--- src/rtl/core/wam_pkg.sv ---
`timescale 1ns / 1ps
// ----------------------------------------------------------------------------
// wam_pkg
// Shared types, register codes, reset values and helper functions for the
// weekday alarm matcher.
// ----------------------------------------------------------------------------
package wam_pkg;

	// Register file geometry.
	localparam int unsigned SLOT_REGS  = 3;
	localparam int unsigned SLOT_W     = 19;
	localparam int unsigned STAMP_W    = 27;
	localparam int unsigned SNOOZE_W   = 16;

	// Request codes.
	localparam logic [1:0] REQ_TICK    = 2'd0;
	localparam logic [1:0] REQ_SNOOZE  = 2'd1;
	localparam logic [1:0] REQ_DISMISS = 2'd2;

	// Register indexes (word address).
	localparam logic [1:0] REG_SLOT0   = 2'd0;
	localparam logic [1:0] REG_SLOT1   = 2'd1;
	localparam logic [1:0] REG_SLOT2   = 2'd2;
	localparam logic [1:0] REG_SNOOZE  = 2'd3;

	// Reset values: disabled, hour 7/8/9, minute 0, every weekday.
	localparam logic [SLOT_W-1:0] SLOT0_RST  = 19'h7F00E;
	localparam logic [SLOT_W-1:0] SLOT1_RST  = 19'h7F010;
	localparam logic [SLOT_W-1:0] SLOT2_RST  = 19'h7F012;
	localparam logic [SNOOZE_W-1:0] SNOOZE_RST = 16'd540;

	// Divide by 60 is a shift by two and a multiply by ceil(2^34 / 15).
	localparam logic [30:0] DIV15_MUL = 31'h44444445;

	// Per-tick compare data broadcast to every slot cell.
	typedef struct packed {
		logic               en;
		logic [4:0]         hour;
		logic [5:0]         minute;
		logic [6:0]         day_bit;
		logic [STAMP_W-1:0] stamp;
	} wam_scan_t;

	// Data handed from one slot cell to the next.
	typedef struct packed {
		logic       due;
		logic [1:0] slot;
		logic       active;
	} wam_chain_t;

	// Monday-based mask bit for a Sunday-based weekday; seven aliases Sunday.
	function automatic logic [6:0] day_bit_of(input logic [2:0] wday);
		logic [6:0] bit_v;
		case (wday)
			3'd1: bit_v = 7'b000_0001;
			3'd2: bit_v = 7'b000_0010;
			3'd3: bit_v = 7'b000_0100;
			3'd4: bit_v = 7'b000_1000;
			3'd5: bit_v = 7'b001_0000;
			3'd6: bit_v = 7'b010_0000;
			default: bit_v = 7'b100_0000;
		endcase
		return bit_v;
	endfunction

	// Minute stamp: seconds / 60, exact for every 32-bit input.
	function automatic logic [STAMP_W-1:0] stamp_of(input logic [31:0] now);
		logic [60:0] prod;
		prod = {31'd0, now[31:2]} * {30'd0, DIV15_MUL};
		return prod[60:34];
	endfunction

endpackage

--- src/rtl/core/wam_req_if.sv ---
`timescale 1ns / 1ps
// ----------------------------------------------------------------------------
// wam_req_if
// Request channel: tick, snooze and dismiss transactions.
// ----------------------------------------------------------------------------
interface wam_req_if;
	logic        valid;
	logic        ready;
	logic [1:0]  req_type;
	logic [31:0] unix_seconds;
	logic [4:0]  hour_now;
	logic [5:0]  minute_now;
	logic [2:0]  weekday_now;
	logic [2:0]  slot_index;

	modport source (
		output valid, req_type, unix_seconds, hour_now, minute_now,
			weekday_now, slot_index,
		input  ready
	);
	modport sink (
		input  valid, req_type, unix_seconds, hour_now, minute_now,
			weekday_now, slot_index,
		output ready
	);
endinterface

--- src/rtl/core/wam_res_if.sv ---
`timescale 1ns / 1ps
// ----------------------------------------------------------------------------
// wam_res_if
// Result channel: one transaction per accepted request.
// ----------------------------------------------------------------------------
interface wam_res_if;
	logic       valid;
	logic       ready;
	logic       due_valid;
	logic [1:0] due_slot;
	logic       indicator_active;

	modport source (
		output valid, due_valid, due_slot, indicator_active,
		input  ready
	);
	modport sink (
		input  valid, due_valid, due_slot, indicator_active,
		output ready
	);
endinterface

--- src/rtl/core/wam_cell.sv ---
`timescale 1ns / 1ps
// ----------------------------------------------------------------------------
// wam_cell
// One alarm slot: compares the tick against its slot register, keeps the
// minute stamp of its last firing, and passes the priority result on.
// ----------------------------------------------------------------------------
module wam_cell #(
	parameter logic [1:0] CELL_IDX = 2'd0
) (
	input  logic                         clk,
	input  logic                         arst_n,
	input  logic [wam_pkg::SLOT_W-1:0]   slot_cfg,
	input  wam_pkg::wam_scan_t           scan,
	input  wam_pkg::wam_chain_t          chain_in,
	output wam_pkg::wam_chain_t          chain_out
);
	import wam_pkg::*;

	logic [STAMP_W-1:0] last_fire_q;
	logic               match;
	logic               fire;

	// Enabled, same hour and minute, day selected, not yet fired this minute.
	assign match = slot_cfg[0]
		&& (slot_cfg[5:1] == scan.hour)
		&& (slot_cfg[11:6] == scan.minute)
		&& ((slot_cfg[18:12] & scan.day_bit) != 7'd0)
		&& (last_fire_q != scan.stamp);
	assign fire = scan.en && match;

	// Every firing slot records the stamp, whether or not it is reported.
	always_ff @(posedge clk or negedge arst_n) begin
		if (!arst_n) begin
			last_fire_q <= '1;
		end else if (fire) begin
			last_fire_q <= scan.stamp;
		end
	end

	// The lowest firing slot wins; enabled slots keep the indicator lit.
	always_comb begin
		chain_out.due    = chain_in.due || fire;
		chain_out.slot   = (!chain_in.due && fire) ? CELL_IDX : chain_in.slot;
		chain_out.active = chain_in.active || slot_cfg[0];
	end

endmodule

--- src/rtl/core/weekday_alarm_matcher_with_snooze.sv ---
`timescale 1ns / 1ps
// ----------------------------------------------------------------------------
// weekday_alarm_matcher_with_snooze
// Alarm compare block with a row of slot cells and a snooze deadline.
//
//   Channel | Dir | Handshake         | Contents
//   --------+-----+-------------------+-------------------------------------
//   req     | in  | valid / ready     | request type, time, slot to snooze
//   res     | out | valid / ready     | due flag, due slot, indicator
//   APB     | in  | psel/penable/...  | three slot registers, snooze length
//
// The first stage forms the minute stamp (a 30 x 31 bit multiply); the
// second stage runs the slot cell row and the snooze compare, which also
// updates the state. A new request is taken every cycle unless the result
// side stalls. A stalled result holds the second stage; ready drops only
// while both the stage and the output register are full. Reset clears all
// control state and restores the register defaults.
// ----------------------------------------------------------------------------
module weekday_alarm_matcher_with_snooze #(
	parameter int unsigned NUM_SLOTS = 3
) (
	input  logic        clk,
	input  logic        arst_n,
	wam_req_if.sink     req,
	wam_res_if.source   res,
	input  logic        psel,
	input  logic        penable,
	input  logic        pwrite,
	input  logic [3:0]  paddr,
	input  logic [31:0] pwdata,
	output logic [31:0] prdata,
	output logic        pready
);
	import wam_pkg::*;

	// Configuration registers.
	logic [SLOT_W-1:0]   slot_cfg_q [SLOT_REGS];
	logic [SNOOZE_W-1:0] snooze_len_q;
	logic                cfg_wr;

	// First stage.
	logic               valid_s1;
	logic [1:0]         req_type_s1;
	logic [31:0]        now_s1;
	logic [4:0]         hour_s1;
	logic [5:0]         minute_s1;
	logic [6:0]         day_bit_s1;
	logic [2:0]         slot_index_s1;
	logic [STAMP_W-1:0] stamp_s1;

	// Snooze state.
	logic        snz_pending_q;
	logic [1:0]  snz_slot_q;
	logic [31:0] snz_deadline_q;

	// Output register.
	logic       out_valid_q;
	logic       due_valid_q;
	logic [1:0] due_slot_q;
	logic       indicator_q;

	logic       advance;
	logic       take_in;
	logic       is_tick;
	logic       snz_hit;
	logic       snz_arm;
	logic       snz_clear;
	logic       pending_next;
	wam_scan_t  scan;
	wam_chain_t chain [NUM_SLOTS+1];

	// APB register file.
	assign pready = 1'b1;
	assign cfg_wr = psel && penable && pwrite && pready;

	always_ff @(posedge clk or negedge arst_n) begin
		if (!arst_n) begin
			slot_cfg_q[0] <= SLOT0_RST;
			slot_cfg_q[1] <= SLOT1_RST;
			slot_cfg_q[2] <= SLOT2_RST;
			snooze_len_q  <= SNOOZE_RST;
		end else if (cfg_wr) begin
			case (paddr[3:2])
				REG_SLOT0:  slot_cfg_q[0] <= pwdata[SLOT_W-1:0];
				REG_SLOT1:  slot_cfg_q[1] <= pwdata[SLOT_W-1:0];
				REG_SLOT2:  slot_cfg_q[2] <= pwdata[SLOT_W-1:0];
				REG_SNOOZE: snooze_len_q  <= pwdata[SNOOZE_W-1:0];
				default:    snooze_len_q  <= snooze_len_q;
			endcase
		end
	end

	always_comb begin
		case (paddr[3:2])
			REG_SLOT0:  prdata = {13'd0, slot_cfg_q[0]};
			REG_SLOT1:  prdata = {13'd0, slot_cfg_q[1]};
			REG_SLOT2:  prdata = {13'd0, slot_cfg_q[2]};
			REG_SNOOZE: prdata = {16'd0, snooze_len_q};
			default:    prdata = 32'd0;
		endcase
	end

	// Flow control: the second stage moves when the output register frees.
	assign advance   = valid_s1 && (!out_valid_q || res.ready);
	assign req.ready = !valid_s1 || advance;
	assign take_in   = req.valid && req.ready;

	// First stage: register the request with its minute stamp and day bit.
	always_ff @(posedge clk or negedge arst_n) begin
		if (!arst_n) begin
			valid_s1 <= 1'b0;
		end else if (req.ready) begin
			valid_s1 <= req.valid;
		end
	end

	always_ff @(posedge clk) begin
		if (take_in) begin
			req_type_s1   <= req.req_type;
			now_s1        <= req.unix_seconds;
			hour_s1       <= req.hour_now;
			minute_s1     <= req.minute_now;
			day_bit_s1    <= day_bit_of(req.weekday_now);
			slot_index_s1 <= req.slot_index;
			stamp_s1      <= stamp_of(req.unix_seconds);
		end
	end

	// Second stage: snooze deadline check takes priority over the scan.
	assign is_tick   = (req_type_s1 == REQ_TICK);
	assign snz_hit   = is_tick && snz_pending_q && (now_s1 >= snz_deadline_q);
	assign snz_arm   = (req_type_s1 == REQ_SNOOZE)
		&& (slot_index_s1 < 3'(NUM_SLOTS));
	assign snz_clear = snz_hit || (req_type_s1 == REQ_DISMISS);

	always_comb begin
		scan.en      = advance && is_tick && !snz_hit;
		scan.hour    = hour_s1;
		scan.minute  = minute_s1;
		scan.day_bit = day_bit_s1;
		scan.stamp   = stamp_s1;
	end

	// Row of slot cells, lowest index first.
	assign chain[0] = '0;

	for (genvar i = 0; i < NUM_SLOTS; i++) begin : g_cell
		wam_cell #(
			.CELL_IDX (2'(i))
		) u_cell (
			.clk       (clk),
			.arst_n    (arst_n),
			.slot_cfg  (slot_cfg_q[i]),
			.scan      (scan),
			.chain_in  (chain[i]),
			.chain_out (chain[i+1])
		);
	end

	// Snooze state update.
	always_ff @(posedge clk or negedge arst_n) begin
		if (!arst_n) begin
			snz_pending_q  <= 1'b0;
			snz_slot_q     <= 2'd0;
			snz_deadline_q <= 32'd0;
		end else if (advance) begin
			if (snz_arm) begin
				snz_pending_q  <= 1'b1;
				snz_slot_q     <= slot_index_s1[1:0];
				snz_deadline_q <= now_s1 + {16'd0, snooze_len_q};
			end else if (snz_clear) begin
				snz_pending_q  <= 1'b0;
				snz_slot_q     <= 2'd0;
				snz_deadline_q <= 32'd0;
			end
		end
	end

	assign pending_next = snz_arm || (snz_pending_q && !snz_clear);

	// Output register.
	always_ff @(posedge clk or negedge arst_n) begin
		if (!arst_n) begin
			out_valid_q <= 1'b0;
		end else if (!out_valid_q || res.ready) begin
			out_valid_q <= valid_s1;
		end
	end

	always_ff @(posedge clk) begin
		if (advance) begin
			due_valid_q <= snz_hit || (is_tick && chain[NUM_SLOTS].due);
			if (snz_hit) begin
				due_slot_q <= snz_slot_q;
			end else if (is_tick) begin
				due_slot_q <= chain[NUM_SLOTS].slot;
			end else begin
				due_slot_q <= 2'd0;
			end
			indicator_q <= pending_next || chain[NUM_SLOTS].active;
		end
	end

	assign res.valid            = out_valid_q;
	assign res.due_valid        = due_valid_q;
	assign res.due_slot         = due_slot_q;
	assign res.indicator_active = indicator_q;

endmodule

--- src/flat_wrapper.sv ---
// flat-port wrapper written by rule: the top's interface ports become plain ports
module weekday_alarm_matcher_with_snooze_flat import wam_pkg::*;
#(
	parameter int unsigned NUM_SLOTS = 3
)
  (clk, arst_n, psel, penable, pwrite, paddr, pwdata, prdata, pready, req_valid, req_req_type, req_unix_seconds, req_hour_now, req_minute_now, req_weekday_now, req_slot_index, req_ready, res_valid, res_due_valid, res_due_slot, res_indicator_active, res_ready);
  wam_req_if req_i ();
  wam_res_if res_i ();
  input  logic clk;
  input  logic arst_n;
  input  logic psel;
  input  logic penable;
  input  logic pwrite;
  input  logic [3:0] paddr;
  input  logic [31:0] pwdata;
  output logic [31:0] prdata;
  output logic pready;
  input wire logic [$bits(req_i.valid)-1:0] req_valid;
  input wire logic [$bits(req_i.req_type)-1:0] req_req_type;
  input wire logic [$bits(req_i.unix_seconds)-1:0] req_unix_seconds;
  input wire logic [$bits(req_i.hour_now)-1:0] req_hour_now;
  input wire logic [$bits(req_i.minute_now)-1:0] req_minute_now;
  input wire logic [$bits(req_i.weekday_now)-1:0] req_weekday_now;
  input wire logic [$bits(req_i.slot_index)-1:0] req_slot_index;
  output wire logic [$bits(req_i.ready)-1:0] req_ready;
  output wire logic [$bits(res_i.valid)-1:0] res_valid;
  output wire logic [$bits(res_i.due_valid)-1:0] res_due_valid;
  output wire logic [$bits(res_i.due_slot)-1:0] res_due_slot;
  output wire logic [$bits(res_i.indicator_active)-1:0] res_indicator_active;
  input wire logic [$bits(res_i.ready)-1:0] res_ready;
  assign req_i.valid = req_valid;
  assign req_i.req_type = req_req_type;
  assign req_i.unix_seconds = req_unix_seconds;
  assign req_i.hour_now = req_hour_now;
  assign req_i.minute_now = req_minute_now;
  assign req_i.weekday_now = req_weekday_now;
  assign req_i.slot_index = req_slot_index;
  assign req_ready = req_i.ready;
  assign res_valid = res_i.valid;
  assign res_due_valid = res_i.due_valid;
  assign res_due_slot = res_i.due_slot;
  assign res_indicator_active = res_i.indicator_active;
  assign res_i.ready = res_ready;
  weekday_alarm_matcher_with_snooze #(.NUM_SLOTS(NUM_SLOTS)) u_core (.clk(clk), .arst_n(arst_n), .req(req_i), .res(res_i), .psel(psel), .penable(penable), .pwrite(pwrite), .paddr(paddr), .pwdata(pwdata), .prdata(prdata), .pready(pready));
endmodule
--- config.mk ---
export PLATFORM = sky130hd
export DESIGN_NAME = weekday_alarm_matcher_with_snooze_flat
export DESIGN_NICKNAME = d
export VERILOG_FILES = /design/src/rtl/core/wam_pkg.sv /design/src/rtl/core/wam_req_if.sv /design/src/rtl/core/wam_res_if.sv /design/src/rtl/core/wam_cell.sv /design/src/rtl/core/weekday_alarm_matcher_with_snooze.sv /design/src/flat_wrapper.sv
export SDC_FILE = /design/constraint.sdc
export NUM_CORES = 1
export LEC_CHECK = 0
export BUFFER_PORTS_ARGS = -buffer_cell sky130_fd_sc_hd__buf_4
export CAP_MARGIN = 20
export CORE_AREA = 3 3 276 278
export DETAILED_ROUTE_END_ITERATION = 12
export DIE_AREA = 0 0 279 281
export GPL_ROUTABILITY_DRIVEN = 0
export PLACE_DENSITY = 0.43
export REMOVE_ABC_BUFFERS = 1
export SLEW_MARGIN = 20
export SYNTH_ARGS = -nofsm -noshare
export SYNTH_HDL_FRONTEND = slang
export SYNTH_HIERARCHICAL = 1
export SYNTH_SLANG_ARGS = --single-unit
--- constraint.sdc ---
create_clock -name clk -period 3.8 [get_ports clk]
set_input_delay 0.95 -clock clk [delete_from_list [all_inputs] [get_ports clk]]
set_output_delay 0.95 -clock clk [all_outputs]
set_load 0.005 [all_outputs]
---- After elaboration in Yosys (flattened, before gate mapping) ----
Cells that the tools add are included.
storage, ports and cells
  register bits ........................... 277
  word-level logic and storage cells ...... 116
  input port bits ......................... 94
  output and inout bits ................... 39
operators by class
  $add $sub $neg .......................... 1
  bitwise gates (word level) .............. 3
  reduce and logical (&&, ||, !) cells .... 55
  eq/ne operators ......................... 20
  multiplexer cells ....................... 12
  multipliers ............................. 1
  magnitude comparators ................... 2
operators by type and width
  cell                                                                   number
  32-bit case mux with 4 select lines                                    1
  27-bit != test                                                         3
  32-bit 2-to-1 mux                                                      2
  30-bit by 31-bit multiplier with 61-bit output, second input constant  1
  7-bit case mux with 6 select lines                                     1
  32-bit by 16-bit adder with 32-bit output                              1
  32-bit >= comparator                                                   1
  1-bit logical AND                                                      28
  7-bit AND                                                              3
  7-bit nonzero test                                                     3
  6-bit == test                                                          3
  5-bit == test                                                          3
  1-bit logical OR                                                       10
  2-bit 2-to-1 mux                                                       5
  2-bit AND reduction                                                    5
  3-bit == test, second input constant                                   3
  2-bit == test, second input constant                                   3
  3-bit by 2-bit == test with 1-bit output, second input constant        2
  1-bit zero test                                                        6
  2-bit by 1-bit == test with 1-bit output, second input constant        2
  2-bit zero test                                                        2
  3-bit by 1-bit == test with 1-bit output, second input constant        1
  3-bit by 2-bit < comparator with 1-bit output, second input constant   1
  1-bit 2-to-1 mux                                                       3
  2-bit nonzero test                                                     1

---- Logic depth before layout (Yosys ltp) ----
Gate-level depths: netlist of run 1.
  depth after elaboration ................. 12
  gate-level depth with buffers ........... 25

---- Hierarchy ----
The synthesis of run 1 kept the hierarchy.
modules (own cells, without submodules)
  module                                  sequential area each (µm²)  times used  area an instance (µm²)  cells each
  weekday_alarm_matcher_with_snooze       5,373.9                     1           17,160.2                1,487
  wam_cell (u_core.g_cell[1].u_cell ...)  709.4                       2           1,671.6                 121
  wam_cell (u_core.g_cell[0].u_cell)      709.4                       1           1,670.4                 121

---- Worst setup path after synthesis of run 1 ----
OpenSTA, ideal clock, no wires.
  kind .................................... input-to-reg
  from .................................... input req_unix_seconds[8]
  to ...................................... register u_core.stamp_s1[12], data pin
  arrival time ............................ 6,151 ps
  data required time ...................... 3,538 ps
  path slack .............................. -2,613 ps
  path buffers ............................ 0
  stages .................................. 21
  path through ............................ ha_1 ha_1 inv_1 fa_1 inv_1 fa_1 inv_1 fa_1 inv_1 fa_1 ha_1 ha_1 a21o_1 a21oi_1 o2111ai_1 o311a_1 o21a_1 a21bo_2 a21oi_1 o21bai_1 xor2_1
between the ends
  cells in the longest elaborated chain, start to end .. 1
ends and longest elaborated chain
  item                                            line                                      source
  from (decl)                                     flat_wrapper.sv:20                        input wire logic [$bits(req_i.unix_seconds)-1:0] req_unix_seconds;
  30-bit by 31-bit multiplier with 61-bit output  wam_pkg.sv:69                             prod = {31'd0, now[31:2]} * {30'd0, DIV15_MUL};
  to (signal assigned)                            weekday_alarm_matcher_with_snooze.sv:125  stamp_s1 <= stamp_of(req.unix_seconds);
  to (decl)                                       weekday_alarm_matcher_with_snooze.sv:49   logic [STAMP_W-1:0] stamp_s1;
Every way passes these cells.
A chain may end at the register's enable or synchronous reset.

---- Worst setup path after layout of run 1 ----
  from .................................... input req_unix_seconds[29]
  to ...................................... register u_core.stamp_s1[12], data pin
Same word-level chain as after synthesis.

==> results of run 1 <==
## sequential cells by signal (all words and copies together) (netlist names), 3 cells and up
register                          cells
u_core/minute_s1                      6
u_core/slot_cfg_q                    57
u_core/stamp_s1                      27
u_core/now_s1                        32
u_core/day_bit_s1                     7
u_core/snooze_len_q                  16
u_core/slot_index_s1                  3
u_core/g_cell.u_cell/last_fire_q     81
u_core/snz_deadline_q                32
u_core/hour_s1                        5
## worst register-to-register path: stages (launching register included)
cell and delay (ns):
edfxtp_1 0.43, inv_1 0.08, ha_1 0.23, nand2b_4 0.14, a21o_1 0.15, a21o_1 0.17, a21oi_2 0.19, o21ai_2 0.11
a21oi_2 0.17, o21ai_2 0.09, a32oi_2 0.21, and3_4 0.26, nand2_4 0.07, nor4_2 0.22, nand4_1 0.14, buf_6 0.16
a41oi_4 0.19, or2_4 0.16, inv_2 0.03, a21o_2 0.17, a21boi_0 0.11, nand3_1 0.07, o21ai_1 0.07
## cells by family (layout without fill, tap and decap cells)
| kind of cell | count (synthesis) | count (layout) | synth area share |
|---|---|---|---|
| AOI/OAI and AO/OA | 225 | 225 | 0.07262 |
| xor gates and xnor gates | 167 | 167 | 0.06596 |
| adders and majority gates | 445 | 445 | 0.2931 |
| buffers and inverters | 319 | 759 | 0.06032 |
| DFF | 277 | 277 | 0.3383 |
| muxes | 173 | 173 | 0.1044 |
| other | 2 | 19 | 0.0003387 |
| and+or+nand+nor | 242 | 242 | 0.06489 |
## layout make-up
cell class,count,area share
clock inverter,16,0.005910
tap,969,0.04180
sequential,277,0.2587
timing repair buffer,418,0.1197
clock buffer,46,0.03335
multi-input combinational,1271,0.5044
inverter,279,0.03624
## placed cells by master (no fill, tap or decap), types with 25 or more instances in the layout
master	n
dfrtp_1	79
a21o_1	39
a21oi_1	43
xnor2_1	81
clkbuf_16	37
nand4_1	36
ha_1	268
buf_4	377
ha_4	50
dfstp_2	112
fa_1	114
mux2_2	89
xor2_1	80
inv_1	259
edfxtp_1	86
nand2_1	25
mux2_4	65
## power by group
| part | leakage [uW] | switching [uW] | internal (uW) | total, uW |
|---|---|---|---|---|
| sequential | 0.00300 | 616 | 3840 | 4460 |
| combinational | 0.00980 | 7880 | 8380 | 16300 |
| clock | 0.000568 | 1330 | 2000 | 3340 |
| total | 0.0134 | 9830 | 14200 | 24100 |
## timing repair
item	4_1_cts	5_1_grt
setup buffers	33	17
gates resized for setup	170	92
cloned	1	2
endpoints found under the setup margin	100	130
pin swaps	89	74
hold buffers	0	0
hold endpoints to repair	0	0
## metal layers
metal  global-route usage  wire, um
met1               0.2164     29070
met2               0.2872     31550
met3              0.01911      1816
met4              0.03690      1219
met5                    0         0
## path summary, 6_finish.rpt
path / slack (ns) / from / endpoint
max: -2.14 / req_unix_seconds[29] / u_core/stamp_s1[12]$_DFFE_PP_
min: 0.48 / u_core/snz_deadline_q[12]$_DFFE_PN0P_ / u_core/snz_deadline_q[12]$_DFFE_PN0P_
max reg2reg: -0.09 / u_core/now_s1[0]$_DFFE_PP_ / u_core/res.due_slot[0]$_DFFE_PP_
min reg2reg: 0.48 / u_core/snz_deadline_q[12]$_DFFE_PN0P_ / u_core/snz_deadline_q[12]$_DFFE_PN0P_
max in group asynchronous: 2.44 / arst_n / u_core/slot_cfg_q[34]$_DFFE_PN1P_
min in group asynchronous: 0.54 / arst_n / u_core/snz_deadline_q[31]$_DFFE_PN0P_
## metrics by stage
| stage | hold WS, ns | setup TNS, ns | utilization |
|---|---|---|---|
| after floorplan | 0.4496 | -68.54 | - |
| after global placement | 0.4600 | -102.88 | 0.3519 |
| after detailed placement | 0.4685 | -108.72 | 0.3519 |
| after CTS | 0.4849 | -54.06 | 0.3828 |
| after global routing | 0.4927 | -69.05 | 0.3909 |
| final | 0.4793 | -53.76 | 0.3909 |
==> results.toml, run 1 <==
[power_and_ir_drop]
p_per_area_nw_per_um2 = 829.5
peakVddDrop_mv = 0.6960
totalPowerFinal_uw = 24060
power.leakage_uw = 0.01336

[synth]
async_reset_ff_frac = 0.6895
syn_inst = 1850
yosys_most_used_dff = "dfstp_2"
syn_area_um2 = 22170
synth_edf_count = 86
synthTopCellsByArea = "ha_1 18%, dfstp_2 13%, edfxtp_1 12%"
syn_avg_cell_area_um2 = 11.99
yosysTopAreaCellShare = 0.1811
synth_common_cells = "321 x ha_1, 279 x inv_1, 124 x fa_1, 112 x dfstp_2, 103 x mux2_2"
netlist.top_cell.by_area = "ha_1"
synth.most_common_cell = "ha_1"
ys_warn_count = 6
ys_seq_area_frac = 0.3383
ys_ff_latch = 277
synth.distinct_cells = 76

[timing]
rsz0062_at_grt = "yes"
finalHoldViolations = 0
post-route-min-period_ns = 5.937
relSlewSlack = 0.3910
maxSlewViolCount = 0
fmaxAchievable_mhz = 168.4
worst_slack_ns = -2.137
worst_slew_pin_slew_ns = 0.9135
setup_viol = 47
period_share = 1.562
finClkSkew_ns = 0.02850

[run_status]
status = "finished, violations left"
violations = "setup timing"

[worst_setup_path]
arrival_ns = 6.22
crit_family = "adder cells"
critical_path_depth = 24
crit_path_start_kind = "input pin"
crit_chain = "buf_12 -> ha_4 -> fa_1 -> inv_2 -> fa_1 -> inv_1 -> fa_1 -> inv_2 -> fa_1 -> inv_2 -> fa_2 -> ha_4 -> ha_4 -> buf_6 -> a21oi_2 -> o22ai_1 -> o21a_1 -> o21ai_1 -> nand2b_1 -> o21a_4 -> a21bo_4 -> a21oi_2 -> o21bai_1 -> xor2_1"
cp-end-kind = "register"
slowest_delay_ns = 0.60
cp_max_fo = 3
cp_common_cell = "fa_1"
crit_slowest_cell = "fa_2"
reg2reg_depth = 22
critical_path_buf_inv_count = 6
path_class = "in -> reg"
critical_path_required_ns = 4.08

[cells_and_area]
fin_cells = 3276
insertedDiodeCount = 0
fillers = 7166
multi_input_area_um2 = 14630
drive_gt1_frac = 0.4083
nets = 2820
register_area_um2 = 7502
design_area_um2 = 29000
syn2layout_area_growth_pct = 30.80

[route]
first_iter_violations = 566
via_count = 15228
postRouteAntennaNets = 0
vias_per_cell = 4.648
drc = 0
wl_um = 63650
first_pass_iters = 4
wl_per_cell_um = 19.43

[floorplan]
die-area_um2 = 78400
design.core.area_um2 = 74200
die_y_um = 281
pin_count = 133
fp.dieW_um = 279
num_rows = 100
initial_core_util = 0.2989

[grt]
grt_max_degree = 95
grt_pass1_wl_um = 98680
gr-total-overflow = 0
antenna_found_initial = 1
grt_pass1_vias = 16720
track_usage = 0.1636

[clock_network]
clk_pin_slew_ns = 0.06
clk_path_buf_depth = 3
htreeDepth = 2
clk-insertion-delay-late_ns = 0.55
numClockSinks = 277
cts_tree = "yes"
cts_buffers = 34
cts-root-buf = "clkbuf_16"

[placed_design]
pre_cts_ws_ns = -3.483
port_buffers = 103
dp_cells = 3173
hpwl_um = 50300
dpl_cell_area_um2 = 26110

[hold_path]
hold_depth = 1
holdCritPathClass = "reg -> reg"

[job]
maxCapViolCount = 0
(Power assumes the default switching activity.)
==> inputs of run 2 (changes only) <==
--- a/config.mk
+++ b/config.mk
@@ -5,13 +5,14 @@
 export SDC_FILE = /design/constraint.sdc
 export NUM_CORES = 1
 export LEC_CHECK = 0
+export ABC_AREA = 1
 export BUFFER_PORTS_ARGS = -buffer_cell sky130_fd_sc_hd__buf_4
 export CAP_MARGIN = 20
-export CORE_AREA = 3 3 276 278
+export CORE_AREA = 3 3 296 298
 export DETAILED_ROUTE_END_ITERATION = 12
-export DIE_AREA = 0 0 279 281
+export DIE_AREA = 0 0 299 301
 export GPL_ROUTABILITY_DRIVEN = 0
-export PLACE_DENSITY = 0.43
+export PLACE_DENSITY = 0.42
 export REMOVE_ABC_BUFFERS = 1
 export SLEW_MARGIN = 20
 export SYNTH_ARGS = -nofsm -noshare
==> run 2 against run 1 <==
The run still ends with setup timing left; synthesized area rose by 15%; sequential share of layout area fell by 3.3 points; setup slack improved by 0.61 ns; combinational power rose by 59%; count of clock-buffer cells in the layout increased by 3; critical path depth down 2.
==> results.toml, run 2 <==
[run_status]
status = "finished, violations left"
violations = "setup timing"

[timing]
rsz0062_at_grt = "yes"
hold_slack_ns = 0.4313
finalHoldViolations = 0
fmaxAchievable_mhz = 187.7
period_share = 1.402
maxSlewViolCount = 0
worst_slew_pin_slew_ns = 0.6238
setup_viol = 27
relSlewSlack = 0.5841
worst_slack_ns = -1.528
finClkSkew_ns = 0.01645
post-route-min-period_ns = 5.328

[synth]
syn_inst = 3282
synth.distinct_cells = 48
ys_seq_area_frac = 0.2945
yosys_most_used_dff = "dfstp_2"
syn_avg_cell_area_um2 = 7.763
yosysTopAreaCellShare = 0.1576
synth_edf_count = 86
synth_mux_area_frac = 0
yosys.area_share.simple = 0.2542
synth_top_family_by_area = "adder cells"
async_reset_ff_frac = 0.6895
netlist.top_cell.by_area = "ha_1"
synthXorXnorAreaFrac = 0.03025
synth_common_cells = "972 x nand2_1, 561 x inv_1, 321 x ha_1, 234 x nor2_1, 196 x nand3_1"
ys_ff_latch = 277
synth_compound_area_frac = 0.06016
synth.most_common_cell = "nand2_1"
synthTopCellsByArea = "ha_1 16%, nand2_1 14%, dfstp_2 12%"
ys_warn_count = 6
syn_area_um2 = 25480
synthAdderAreaFrac = 0.2551

[power_and_ir_drop]
power.leakage_uw = 0.01615
totalPowerFinal_uw = 33600
p_per_area_nw_per_um2 = 1011
peakVddDrop_mv = 1.175

[cells_and_area]
largest_reg_flops = 81
drive_gt1_frac = 0.2796
regMostFlops = "u_core/g_cell.u_cell/last_fire_q"
syn2layout_area_growth_pct = 30.48
fin_cells = 4888
nets = 4255
layout_commonest_cell = "nand2_1"
largest_registers = "u_core/g_cell.u_cell/last_fire_q: 81 flops, u_core/slot_cfg_q: 57 flops"
final_cell_mix = "919 x nand2_1, 505 x inv_1, 421 x buf_4"
insertedDiodeCount = 0

[worst_setup_path]
critical_path_required_ns = 4.09
slowest_delay_ns = 0.60
critical_path_depth = 22
critical_path_buf_inv_count = 6
cp_common_cell = "fa_1"
cp_max_fo = 4
crit_path_start_kind = "input pin"
arrival_ns = 5.62
cp-end-kind = "register"
crit_slowest_cell = "fa_1"
reg2reg_depth = 27
path_class = "in -> reg"
crit_family = "adder cells"
crit_chain = "buf_12 -> ha_4 -> inv_2 -> fa_1 -> fa_1 -> inv_2 -> fa_1 -> inv_1 -> fa_1 -> fa_1 -> inv_2 -> ha_4 -> ha_4 -> nand2_4 -> buf_6 -> nor2_4 -> nand2_2 -> nor2_4 -> nand3_2 -> o21bai_4 -> nand4_1 -> nand2_1"

[grt]
gr-total-overflow = 0
antenna_found_initial = 5
grt_pass1_wl_um = 133800
grt_pass1_vias = 22646
grt_max_degree = 65
track_usage = 0.1921

[clock_network]
cts_hold_buf = 0
numClockSinks = 277
cts-root-buf = "clkbuf_16"
htreeDepth = 2
cts_buffers = 36
cts_tree = "yes"
clk_path_buf_depth = 3
clk-insertion-delay-late_ns = 0.55
clk_pin_slew_ns = 0.06

[route]
first_iter_violations = 1188
first_pass_iters = 5
via_count = 22129
postRouteAntennaNets = 0
wl_per_cell_um = 17.58
drc = 0
vias_per_cell = 4.527
wl_um = 85910

[floorplan]
num_rows = 107
design.core.area_um2 = 85150
die_y_um = 301
initial_core_util = 0.2992
fp.dieW_um = 299
pin_count = 133
die-area_um2 = 90000

[placed_design]
dp_cells = 4786
hpwl_um = 69420
port_buffers = 103
pre_cts_ws_ns = -2.564

[job]
maxCapViolCount = 0

[hold_path]
holdCritPathClass = "in -> async"
run 2: changes by cell type after synthesis, sizes merged, moves of 32 or more:
cell   change
a21o      -32
a21oi     +49
inv      +286
mux2     -154
nand2    +950
nand3    +190
nor2     +220
o21ai    +105
xor2      -64
run 2: logic make-up (layout without fill, tap and decap cells):
logic type / after synthesis / count (layout)
fa+ha+maj: 445 / 445
xor+xnor: 88 / 88
flops: 277 / 277
simple gates: 1543 / 1543
compound gates: 286 / 286
other cells: 2 / 18
buf+inv: 641 / 1087
run 2: stage by stage:
step	util	area, um^2	setup TNS (ns)
after floorplan	-	24990	-47.56
after global placement	0.3475	29590	-66.42
after detailed placement	0.3475	29590	-66.34
after CTS	0.3799	32350	-39.23
after global routing	0.3904	33240	-42.63
final	0.3904	33240	-39.05
run 2: final timing paths:
check,from,to,slack (ns)
max in group asynchronous,arst_n,u_core/g_cell[1].u_cell/last_fire_q[19]$_DFFE_PN1P_,2.57
hold reg to reg,u_core/g_cell[0].u_cell/last_fire_q[16]$_DFFE_PN1P_,u_core/g_cell[0].u_cell/last_fire_q[16]$_DFFE_PN1P_,0.47
setup reg to reg,u_core/now_s1[11]$_DFFE_PP_,u_core/res.due_slot[0]$_DFFE_PP_,0.35
setup / recovery,req_unix_seconds[28],u_core/stamp_s1[19]$_DFFE_PP_,-1.53
min in group clk,u_core/g_cell[0].u_cell/last_fire_q[16]$_DFFE_PN1P_,u_core/g_cell[0].u_cell/last_fire_q[16]$_DFFE_PN1P_,0.47
hold / removal,arst_n,u_core/slot_cfg_q[47]$_DFFE_PN0P_,0.43
run 2: per-layer routing:
layer / wire, um / track usage
met3: 3692 / 0.02545
met4: 1923 / 0.04660
met5: 12 / 0
met2: 39400 / 0.3176
met1: 40880 / 0.2657
run 2: power by group:
group	leakage, uW	internal, uW	switching [uW]
Sequential	0.00303	3800	656
Combinational	0.0126	11700	14200
Clock	0.000542	1880	1400
run 2: final cells by class:
type,instances,area (um^2)
clock buffer,49,1011
clock inverter,17,108.9
fill,8926,51900
inverter,569,2146
multi-input combinational,2380,17480
sequential,277,7502
tap,1144,1431
timing repair buffer,452,3560
run 2: worst register-to-register path, delay by kind of cell, from the launching register on:
family / cells / cell delay (ns)
flip-flops: 1 / 0.50
adder cells (fa/ha/maj): 1 / 0.36
buffers and inverters: 3 / 0.11
AND/OR/NAND/NOR: 23 / 2.21
run 2: repair_timing:
action	in CTS	in global routing
setup buffers	27	10
endpoints found under the setup margin	27	29
gates cloned	0	0
pin swaps	130	110
endpoints found under the hold margin	0	0
gates resized for setup	361	187
